**src/rtl/ccsd_pkg.sv**
```systemverilog
`default_nettype none

package ccsd_pkg;

  // field widths
  localparam int unsigned BYTE_W    = 8;
  localparam int unsigned COEF_W    = 12;
  localparam int unsigned LOG_N_W   = 4;
  localparam int unsigned SIG_LEN_W = 12;
  localparam int unsigned MAG_W     = 11;

  // configuration port
  localparam int unsigned APB_AW = 4;
  localparam int unsigned APB_DW = 32;

  // register indexes (word address)
  localparam logic [1:0] REG_LOG_N     = 2'd0;
  localparam logic [1:0] REG_SIG_LEN   = 2'd1;
  localparam logic [1:0] REG_MAG_BOUND = 2'd2;

  // register reset values
  localparam logic [LOG_N_W-1:0]   LOG_N_RST     = 4'd9;
  localparam logic [SIG_LEN_W-1:0] SIG_LEN_RST   = 12'd625;
  localparam logic [MAG_W-1:0]     MAG_BOUND_RST = 11'd2047;

  // default for the largest supported log_n
  localparam int unsigned MAX_LOG_N_DEF = 10;

  // bit-level decode state carried between beats
  typedef struct packed {
    logic [7:0] bits;   // unconsumed bits, or pending sign and low magnitude
    logic [2:0] cnt;    // number of unconsumed bits
    logic       extra;  // unary run still open, next beat must close it
    logic       err;    // sticky reject
  } ccsd_bits_t;

  // one result beat
  typedef struct packed {
    logic                     coef_valid;
    logic signed [COEF_W-1:0] coef_value;
    logic                     rejected;
    logic                     msg_done;
  } ccsd_res_t;

  // trailing zero count of an eight-bit value
  function automatic logic [2:0] tz8(input logic [7:0] v);
    logic [2:0] k;
    k = 3'd0;
    for (int i = 7; i >= 0; i--) begin
      if (v[i]) begin
        k = 3'(i);
      end
    end
    return k;
  endfunction

endpackage

`default_nettype wire

```
**src/rtl/ccsd_in_if.sv**
```systemverilog
`default_nettype none

interface ccsd_in_if import ccsd_pkg::*; ();
  logic              valid;
  logic              ready;
  logic [BYTE_W-1:0] in_byte;

  modport source (output valid, output in_byte, input ready);
  modport sink (input valid, input in_byte, output ready);
endinterface

`default_nettype wire

```
**src/rtl/ccsd_out_if.sv**
```systemverilog
`default_nettype none

interface ccsd_out_if import ccsd_pkg::*; ();
  logic                     valid;
  logic                     ready;
  logic                     coef_valid;
  logic signed [COEF_W-1:0] coef_value;
  logic                     rejected;
  logic                     msg_done;

  modport source (output valid, output coef_valid, output coef_value,
                  output rejected, output msg_done, input ready);
  modport sink (input valid, input coef_valid, input coef_value,
                input rejected, input msg_done, output ready);
endinterface

`default_nettype wire

```
**src/rtl/ccsd_step.sv**
```systemverilog
`default_nettype none

module ccsd_step import ccsd_pkg::*; #(
  parameter int unsigned MAX_LOG_N = MAX_LOG_N_DEF
) (
  input  wire logic [LOG_N_W-1:0] log_n_i,
  input  wire logic [MAG_W-1:0]   mag_bound_i,
  input  wire logic [BYTE_W-1:0]  byte_i,
  input  wire logic               last_i,
  input  wire ccsd_bits_t         st_i,
  input  wire logic [MAX_LOG_N:0] cnt_i,
  output ccsd_bits_t              st_o,
  output logic [MAX_LOG_N:0]      cnt_o,
  output ccsd_res_t               res_o
);

  localparam int unsigned CW = MAX_LOG_N + 1;

  logic [LOG_N_W-1:0] ln;
  logic [CW-1:0]      n;
  logic [14:0]        wide;
  logic [7:0]         rest;
  logic [2:0]         tzr;
  logic [3:0]         hi;
  logic [3:0]         rest_len;
  logic [3:0]         cnt4;
  logic [7:0]         remain;
  logic               sign;
  logic [6:0]         mag7;
  logic [MAG_W-1:0]   mag;
  logic [COEF_W-1:0]  mag_ext;
  logic               have;

  // coefficient count per signature, log_n clamped to the supported maximum
  assign ln = (log_n_i > LOG_N_W'(MAX_LOG_N)) ? LOG_N_W'(MAX_LOG_N) : log_n_i;
  assign n  = CW'(1) << ln;

  // header assembly from leftover bits and the new beat
  assign wide = {8'b0, st_i.bits[6:0]} | ({7'b0, byte_i} << st_i.cnt);

  // sign, low magnitude and the bits holding the unary run
  always_comb begin
    if (st_i.extra) begin
      sign     = st_i.bits[0];
      mag7     = st_i.bits[7:1];
      rest     = byte_i;
      rest_len = 4'd8;
    end else begin
      sign     = wide[0];
      mag7     = wide[7:1];
      rest     = {1'b0, wide[14:8]};
      rest_len = {1'b0, st_i.cnt};
    end
  end

  // unary run length and what is left after its terminating one
  assign tzr     = tz8(rest);
  assign hi      = (st_i.extra ? {1'b0, st_i.cnt} : 4'd0) + {1'b0, tzr};
  assign mag     = {hi, mag7};
  assign mag_ext = {1'b0, mag};
  assign remain  = rest >> ({1'b0, tzr} + 4'd1);
  assign cnt4    = rest_len - {1'b0, tzr} - 4'd1;

  // next state and result
  always_comb begin
    st_o              = st_i;
    cnt_o             = cnt_i;
    have              = 1'b0;
    res_o.coef_valid  = 1'b0;
    res_o.coef_value  = '0;
    if (!st_i.err) begin
      if (cnt_i < n) begin
        if (st_i.extra) begin
          st_o.extra = 1'b0;
          if (byte_i == '0) begin
            st_o.err = 1'b1;
          end else begin
            have = 1'b1;
          end
        end else if (rest == '0) begin
          // run not closed on this beat, keep the header for the next one
          st_o.extra = 1'b1;
          st_o.bits  = wide[7:0];
        end else begin
          have = 1'b1;
        end
        if (have) begin
          if ((mag > mag_bound_i) || ((mag == '0) && sign)) begin
            st_o.err = 1'b1;
          end else begin
            st_o.bits        = remain;
            st_o.cnt         = cnt4[2:0];
            cnt_o            = cnt_i + CW'(1);
            res_o.coef_valid = 1'b1;
            res_o.coef_value = $signed(sign ? (COEF_W'(0) - mag_ext) : mag_ext);
            // leftover bits after the last coefficient must be zero
            if ((cnt_o == n) && (remain != '0)) begin
              st_o.err = 1'b1;
            end
          end
        end
      end else if (byte_i != '0) begin
        // padding must be zero
        st_o.err = 1'b1;
      end
    end
    // message ended short of coefficients
    if (last_i && (cnt_o < n)) begin
      st_o.err = 1'b1;
    end
    res_o.rejected = st_o.err;
    res_o.msg_done = last_i;
  end

endmodule

`default_nettype wire

```
**src/rtl/compressed_coef_stream_decoder.sv**
```systemverilog
// An accepted beat is held in the input register, then its result in the result register, which drives the output.
// Throughput: one byte per cycle while the receiver takes results; the decode of a byte is one pass of
// header shift, trailing-zero count and bound compare between the input and result registers.
// Reset (asynchronous, active low) empties both registers, clears the message state
// and loads log_n 9, sig_len 625, mag_bound 2047.
`default_nettype none

module compressed_coef_stream_decoder import ccsd_pkg::*; #(
  parameter int unsigned MAX_LOG_N = MAX_LOG_N_DEF
) (
  input  wire logic              clk_i,
  input  wire logic              rst_ni,
  ccsd_in_if.sink                byte_i,
  ccsd_out_if.source             coef_o,
  input  wire logic              psel,
  input  wire logic              penable,
  input  wire logic              pwrite,
  input  wire logic [APB_AW-1:0] paddr,
  input  wire logic [APB_DW-1:0] pwdata,
  output logic      [APB_DW-1:0] prdata,
  output logic                   pready
);

  localparam int unsigned CW = MAX_LOG_N + 1;

  logic [LOG_N_W-1:0]   log_n_q;
  logic [SIG_LEN_W-1:0] sig_len_q;
  logic [MAG_W-1:0]     mag_bound_q;
  logic [1:0]           reg_idx;
  logic                 wr_en;

  logic                 in_vld_q;
  logic [BYTE_W-1:0]    in_byte_q;
  logic                 out_vld_q;
  ccsd_res_t            res_q;
  ccsd_res_t            res_d;
  ccsd_bits_t           st_q;
  ccsd_bits_t           st_d;
  logic [CW-1:0]        cnt_q;
  logic [CW-1:0]        cnt_d;
  logic [SIG_LEN_W-1:0] byte_cnt_q;
  logic [SIG_LEN_W-1:0] byte_cnt_inc;
  logic                 last;
  logic                 adv;
  logic                 in_acc;

  // configuration registers
  assign reg_idx = paddr[3:2];
  assign wr_en   = psel && penable && pwrite;
  assign pready  = 1'b1;

  always_ff @(posedge clk_i or negedge rst_ni) begin
    if (!rst_ni) begin
      log_n_q     <= LOG_N_RST;
      sig_len_q   <= SIG_LEN_RST;
      mag_bound_q <= MAG_BOUND_RST;
    end else if (wr_en) begin
      unique case (reg_idx)
        REG_LOG_N:     log_n_q     <= pwdata[LOG_N_W-1:0];
        REG_SIG_LEN:   sig_len_q   <= pwdata[SIG_LEN_W-1:0];
        REG_MAG_BOUND: mag_bound_q <= pwdata[MAG_W-1:0];
        default: ;
      endcase
    end
  end

  always_comb begin
    unique case (reg_idx)
      REG_LOG_N:     prdata = {{(APB_DW-LOG_N_W){1'b0}}, log_n_q};
      REG_SIG_LEN:   prdata = {{(APB_DW-SIG_LEN_W){1'b0}}, sig_len_q};
      REG_MAG_BOUND: prdata = {{(APB_DW-MAG_W){1'b0}}, mag_bound_q};
      default:       prdata = '0;
    endcase
  end

  // handshake: input stage moves on when the result register is free or drained
  assign adv          = in_vld_q && (!out_vld_q || coef_o.ready);
  assign byte_i.ready = !in_vld_q || adv;
  assign in_acc       = byte_i.valid && byte_i.ready;

  // input register
  always_ff @(posedge clk_i or negedge rst_ni) begin
    if (!rst_ni) begin
      in_vld_q <= 1'b0;
    end else if (in_acc) begin
      in_vld_q <= 1'b1;
    end else if (adv) begin
      in_vld_q <= 1'b0;
    end
  end

  always_ff @(posedge clk_i) begin
    if (in_acc) begin
      in_byte_q <= byte_i.in_byte;
    end
  end

  // last beat of the message, byte counter wraps at 12 bits
  assign byte_cnt_inc = byte_cnt_q + SIG_LEN_W'(1);
  assign last         = (byte_cnt_inc == sig_len_q);

  // decode of one beat
  ccsd_step #(
    .MAX_LOG_N (MAX_LOG_N)
  ) u_step (
    .log_n_i     (log_n_q),
    .mag_bound_i (mag_bound_q),
    .byte_i      (in_byte_q),
    .last_i      (last),
    .st_i        (st_q),
    .cnt_i       (cnt_q),
    .st_o        (st_d),
    .cnt_o       (cnt_d),
    .res_o       (res_d)
  );

  // message state, cleared after the last beat
  always_ff @(posedge clk_i or negedge rst_ni) begin
    if (!rst_ni) begin
      st_q       <= '0;
      cnt_q      <= '0;
      byte_cnt_q <= '0;
    end else if (adv) begin
      if (last) begin
        st_q       <= '0;
        cnt_q      <= '0;
        byte_cnt_q <= '0;
      end else begin
        st_q       <= st_d;
        cnt_q      <= cnt_d;
        byte_cnt_q <= byte_cnt_inc;
      end
    end
  end

  // result register
  always_ff @(posedge clk_i or negedge rst_ni) begin
    if (!rst_ni) begin
      out_vld_q <= 1'b0;
    end else if (adv) begin
      out_vld_q <= 1'b1;
    end else if (coef_o.ready) begin
      out_vld_q <= 1'b0;
    end
  end

  always_ff @(posedge clk_i) begin
    if (adv) begin
      res_q <= res_d;
    end
  end

  assign coef_o.valid      = out_vld_q;
  assign coef_o.coef_valid = res_q.coef_valid;
  assign coef_o.coef_value = res_q.coef_value;
  assign coef_o.rejected   = res_q.rejected;
  assign coef_o.msg_done   = res_q.msg_done;

  // a free result register never holds back the input
  assert property (@(posedge clk_i) disable iff (!rst_ni)
    !out_vld_q |-> byte_i.ready)
    else $error("input stalled with an empty result register");

  // the last beat restarts the message
  assert property (@(posedge clk_i) disable iff (!rst_ni)
    adv && last |=> (byte_cnt_q == '0) && (cnt_q == '0) && !st_q.err)
    else $error("message state not cleared after the last beat");

  // a reject inside a message stays until its end
  assert property (@(posedge clk_i) disable iff (!rst_ni)
    adv && res_d.rejected && !last |=> st_q.err)
    else $error("reject flag lost inside a message");

  // coefficient count never passes the largest signature size
  assert property (@(posedge clk_i) disable iff (!rst_ni)
    cnt_q <= (CW'(1) << MAX_LOG_N))
    else $error("coefficient count out of range");

endmodule

`default_nettype wire

```
**src/flat_wrapper.sv**
```systemverilog
// flat-port wrapper written by rule: the top's interface ports become plain ports
module compressed_coef_stream_decoder_flat import ccsd_pkg::*;
#(
  parameter int unsigned MAX_LOG_N = MAX_LOG_N_DEF
)
  (clk_i, rst_ni, psel, penable, pwrite, paddr, pwdata, prdata, pready, byte_i_valid, byte_i_in_byte, byte_i_ready, coef_o_valid, coef_o_coef_valid, coef_o_coef_value, coef_o_rejected, coef_o_msg_done, coef_o_ready);
  ccsd_in_if byte_i_i ();
  ccsd_out_if coef_o_i ();
  input  wire logic clk_i;
  input  wire logic rst_ni;
  input  wire logic psel;
  input  wire logic penable;
  input  wire logic pwrite;
  input  wire logic [APB_AW-1:0] paddr;
  input  wire logic [APB_DW-1:0] pwdata;
  output logic      [APB_DW-1:0] prdata;
  output logic pready;
  input wire logic [$bits(byte_i_i.valid)-1:0] byte_i_valid;
  input wire logic [$bits(byte_i_i.in_byte)-1:0] byte_i_in_byte;
  output wire logic [$bits(byte_i_i.ready)-1:0] byte_i_ready;
  output wire logic [$bits(coef_o_i.valid)-1:0] coef_o_valid;
  output wire logic [$bits(coef_o_i.coef_valid)-1:0] coef_o_coef_valid;
  output wire logic [$bits(coef_o_i.coef_value)-1:0] coef_o_coef_value;
  output wire logic [$bits(coef_o_i.rejected)-1:0] coef_o_rejected;
  output wire logic [$bits(coef_o_i.msg_done)-1:0] coef_o_msg_done;
  input wire logic [$bits(coef_o_i.ready)-1:0] coef_o_ready;
  assign byte_i_i.valid = byte_i_valid;
  assign byte_i_i.in_byte = byte_i_in_byte;
  assign byte_i_ready = byte_i_i.ready;
  assign coef_o_valid = coef_o_i.valid;
  assign coef_o_coef_valid = coef_o_i.coef_valid;
  assign coef_o_coef_value = coef_o_i.coef_value;
  assign coef_o_rejected = coef_o_i.rejected;
  assign coef_o_msg_done = coef_o_i.msg_done;
  assign coef_o_i.ready = coef_o_ready;
  compressed_coef_stream_decoder #(.MAX_LOG_N(MAX_LOG_N)) u_core (.clk_i(clk_i), .rst_ni(rst_ni), .byte_i(byte_i_i), .coef_o(coef_o_i), .psel(psel), .penable(penable), .pwrite(pwrite), .paddr(paddr), .pwdata(pwdata), .prdata(prdata), .pready(pready));
endmodule
```
**config.mk**
```make
export PLATFORM = sky130hd
export DESIGN_NAME = compressed_coef_stream_decoder_flat
export DESIGN_NICKNAME = d
export VERILOG_FILES = /design/src/rtl/ccsd_pkg.sv /design/src/rtl/ccsd_in_if.sv /design/src/rtl/ccsd_out_if.sv /design/src/rtl/ccsd_step.sv /design/src/rtl/compressed_coef_stream_decoder.sv /design/src/flat_wrapper.sv
export SDC_FILE = /design/constraint.sdc
export NUM_CORES = 1
export LEC_CHECK = 0
export BUFFER_PORTS_ARGS = -buffer_cell sky130_fd_sc_hd__buf_2
export CAP_MARGIN = 15
export CELL_PAD_IN_SITES_DETAIL_PLACEMENT = 1
export CELL_PAD_IN_SITES_GLOBAL_PLACEMENT = 1
export CORE_MARGIN = 2
export CORE_UTILIZATION = 46
export CTS_BUF_LIST = sky130_fd_sc_hd__clkbuf_4 sky130_fd_sc_hd__clkbuf_8
export CTS_CLUSTER_DIAMETER = 30
export CTS_CLUSTER_SIZE = 16
export DETAILED_ROUTE_END_ITERATION = 7
export GPL_TIMING_DRIVEN = 0
export PLACE_DENSITY_LB_ADDON = 0.15
export SLEW_MARGIN = 20
export SYNTH_ARGS = -nofsm -noshare
export SYNTH_HDL_FRONTEND = slang
export SYNTH_HIERARCHICAL = 1
export SYNTH_SLANG_ARGS = --single-unit
```
**constraint.sdc**
```tcl
create_clock -name clk_i -period 6.74 [get_ports clk_i]
set_input_delay 0.337 -clock clk_i [delete_from_list [all_inputs] [get_ports clk_i]]
set_output_delay 0.337 -clock clk_i [all_outputs]
set_load 0.05 [all_outputs]
```
==> qor.yml <==
placement:
  place_ws_ns: -0.7195
  gp_congestion: 0.8755
  port_buffers: 56
  placedCellCount: 1102
  place_hpwl_mm: 17.37
die:
  io_pins: 101
  initial_utilization: 0.4648
  core_sq_um: 15710
  fp.dieArea_sq_um: 16900
  std_cell_rows: 46
  die_x_microns: 130
  die_h_microns: 130
pwr:
  powerDensity_nw_per_um2: 436.2
  ir_drop_uv: 209.1
  p_leak_nw: 3.594
global_routing:
  antenna_found_initial: 0
  grt.total_usage: 0.2781
  grt_pass1_wl_mm: 36.54
  gr-total-overflow: 0
  grt_max_degree: 41
  grt_pass1_vias: 6843
run:
  maxCapViolations: 0
routing:
  drtPass1Iterations: 5
  routedWlPerCell_microns: 20.79
  antenna_left: 0
  avgViaCountPerCell: 5.849
  drt_iter0_markers: 448
  drc: 0
  num_vias: 6744
  drt-total-wl_mm: 23.97
worst_setup_path:
  timing.rr.start: "u_core/st_q[3]$_DFFE_PN0P_"
  max_stage_delay_ns: 0.51
  worst_setup_path_end_kind: "flop"
  cp_slowest_cell: "fa_2"
  rr_worst_depth: 29
  worstPathRequired_ns: 6.99
  rrSetupSlack_ns: 0.16
  r2r_end: "u_core/st_q[0]$_DFFE_PN0P_"
  arrival_ns: 6.84
  crit_path_start_kind: "flop"
  worstPathMaxFanout: 9
  crit_type: "reg2reg"
min_path:
  min_to: "u_core/in_byte_q[4]$_DFFE_PP_"
  hold_depth: 1
  holdCritStartpoint: "byte_i_in_byte[4]"
  hold_path.class: "in2reg"
synth:
  yosysTopAreaCell: "dfrtp_1"
  yosysUniqueCellTypes: 85
  synth_area_leaders: "dfrtp_1, edfxtp_1, ha_1, dfstp_2, nor2_1"
  synth_top_area_frac: 0.1610
  synth_flop_cell: "dfrtp_1"
  synthArstFlopShare: 0.7386
  ys_seq_area_frac: 0.3204
  synth_edf_count: 23
  ys_seq_elements: 88
  synth_area_sq_um: 7303
  syn_area_per_cell_sq_um: 9.016
  yosys_warnings: 6
  postSynthCellCount: 810
clocking:
  path_clk_slew_ns: 0.10
  cts_buffers: 9
  clock_latency_ns: 0.39
  clk_path_buf_depth: 2
  cts-root-buf: "clkbuf_8"
  cts_htree_levels: 3
  clock-sinks: 88
  tritoncts: "yes"
final_layout:
  nets: 1024
  fill_cells: 1865
  final_cells: 1153
  regArea_sq_um: 2342
  layout-drive-gt1-share: 0.2807
  syn2layout_area_growth_pct: 18.45
  multi_input_area_sq_um: 4679
  diodes: 0
timing:
  fin_ws_ns: 0.1575
  drv_slew: 0
  fin_crit_sh: 0.9766
  min_period_ns: 6.583
  tightest_slew_ns: 0.7722
  setup_violations: 0
  clock-skew-final_ns: 0.02583
  hold_viol_final: 0
  maxSlewHeadroom: 0.4809
  fmax_mhz: 151.9
status:
  outcome: "completed"
==> what timing repair did <==
item	4_1_cts	5_1_grt
hold endpoints to repair	20	0
pin swaps	6	16
hold buffers	1	0
setup endpoints to repair	2	2
buffers inserted	8	26
gates cloned	0	1
gates resized for setup	17	28
==> Yosys cell counts (all sizes together), types with 4 or more instances <==
cell type	number
inv	26
and3	9
buf	47
nor3	50
dfrtp	47
nand4	13
a211o	5
xnor2	30
a211oi	7
nor2	107
nand3	27
nand2	54
a31oi	10
nand2b	10
nor2b	17
and4	4
o21a	10
or2	4
o31ai	4
o211ai	11
xor2	15
clkbuf	16
or3	5
ha	39
a21oi	22
a22o	8
edfxtp	23
mux2	37
a21o	9
mux2i	23
o21ai	32
and2	7
dfstp	18
nor4	11
==> logic make-up (layout without fill, tap and decap cells) <==
kind of cell    Yosys count  after routing  synth area share
simple gates            335            335            0.2328
compound gates          148            148            0.1528
buf+inv                  89            197           0.06990
flops                    88             88            0.3204
mux                      62             62           0.09680
xor+xnor                 45             45           0.05397
fa+ha+maj                41             41           0.07230
other cells               2             21          0.001028
==> worst max-delay path by stage <==
stage | start | end | slack (ns)
finish | u_core/st_q[3]$_DFFE_PN0P_ | u_core/st_q[0]$_DFFE_PN0P_ | 0.16
floorplan | u_core/st_q[3]$_DFFE_PN0P_ | u_core/st_q[0]$_DFFE_PN0P_ | 0.73
global placement | u_core/in_byte_q[4]$_DFFE_PP_ | u_core/st_q[0]$_DFFE_PN0P_ | -0.45
global route | u_core/st_q[4]$_DFFE_PN0P_ | u_core/st_q[0]$_DFFE_PN0P_ | -0.19
CTS | u_core/in_byte_q[7]$_DFFE_PP_ | u_core/st_q[0]$_DFFE_PN0P_ | 0.04
detailed placement | u_core/st_q[3]$_DFFE_PN0P_ | u_core/st_q[0]$_DFFE_PN0P_ | -0.72
==> registers in the layout (all words and copies together), names as in the netlist <==
| register | count |
|---|---|
| u_core/st_q | 13 |
| u_core/byte_cnt_q | 12 |
| u_core/coef_o.coef_value | 12 |
| u_core/sig_len_q | 12 |
| u_core/cnt_q | 11 |
| u_core/mag_bound_q | 11 |
| u_core/in_byte_q | 8 |
| u_core/log_n_q | 4 |
| u_core/coef_o.coef_valid | 1 |
| u_core/coef_o.msg_done | 1 |
| u_core/coef_o.rejected | 1 |
| u_core/coef_o.valid | 1 |
| u_core/in_vld_q | 1 |
==> through the flow <==
step / instance area [sq um] / TNS, ns / hold slack (ns) / utilization / power [mW]
3_3_place_gp: 7925 / -0.6842 / 0.4754 / 0.5044 / 2.868
6_report: 8651 / 0 / 0.1334 / 0.5506 / 3.773
4_1_cts: 8333 / 0 / 0.1213 / 0.5303 / 3.510
5_1_grt: 8651 / -0.1933 / 0.1238 / 0.5506 / 4.028
3_5_place_dp: 7955 / -1.212 / 0.2837 / 0.5063 / 2.975
2_1_floorplan: 7375 / 0 / 0.04141 / - / 2.437
==> cells in the final DEF, fill, tap and decap left out, drive strengths merged, types with 11 or more instances in the layout <==
cell and count:
mux2 37, ha 39, nand2 54, edfxtp 23, nor2b 17, xor2 15, nand3 27, nor2 107
conb 21, clkbuf 28, o211ai 11, nand4 13, dfstp 18, dfrtp 47, o21ai 32, buf 137
inv 28, mux2i 23, nor3 50, nor4 11, xnor2 30, a21oi 22
==> per-layer routing <==
metal  global-route usage  routed length [microns]
met1               0.3474                     9951
met2               0.4909                    12330
met3              0.04018                      941
met4              0.09867                      753
met5                    0                        0
==> worst max-delay path: cells and delay by family, from the launching register on <==
kind,cells,cell delay (ns)
and+or+nand+nor,9,1.44
muxes,2,0.43
adders and majority gates,4,1.28
xor gates and xnor gates,1,0.16
buffers and inverters,4,0.69
DFF,1,0.50
AOI/OAI and AO/OA,9,1.93
==> layout make-up <==
type,instances,area share
Multi-Input combinational cell,652,0.5409
Sequential cell,88,0.2708
Timing Repair Buffer,93,0.07087
Buffer,62,0.04874
Tap cell,216,0.03124
Clock buffer,11,0.01605
Inverter,26,0.01215
Clock inverter,5,0.009257
==> report_power, final <==
group          leakage [nW]  switching [mW]  internal, mW
sequential            0.936           0.185         0.691
clock                 0.115           0.200         0.218
combinational          2.54            1.41          1.07
total                  3.59            1.80          1.98
(Power assumes the default switching activity.)
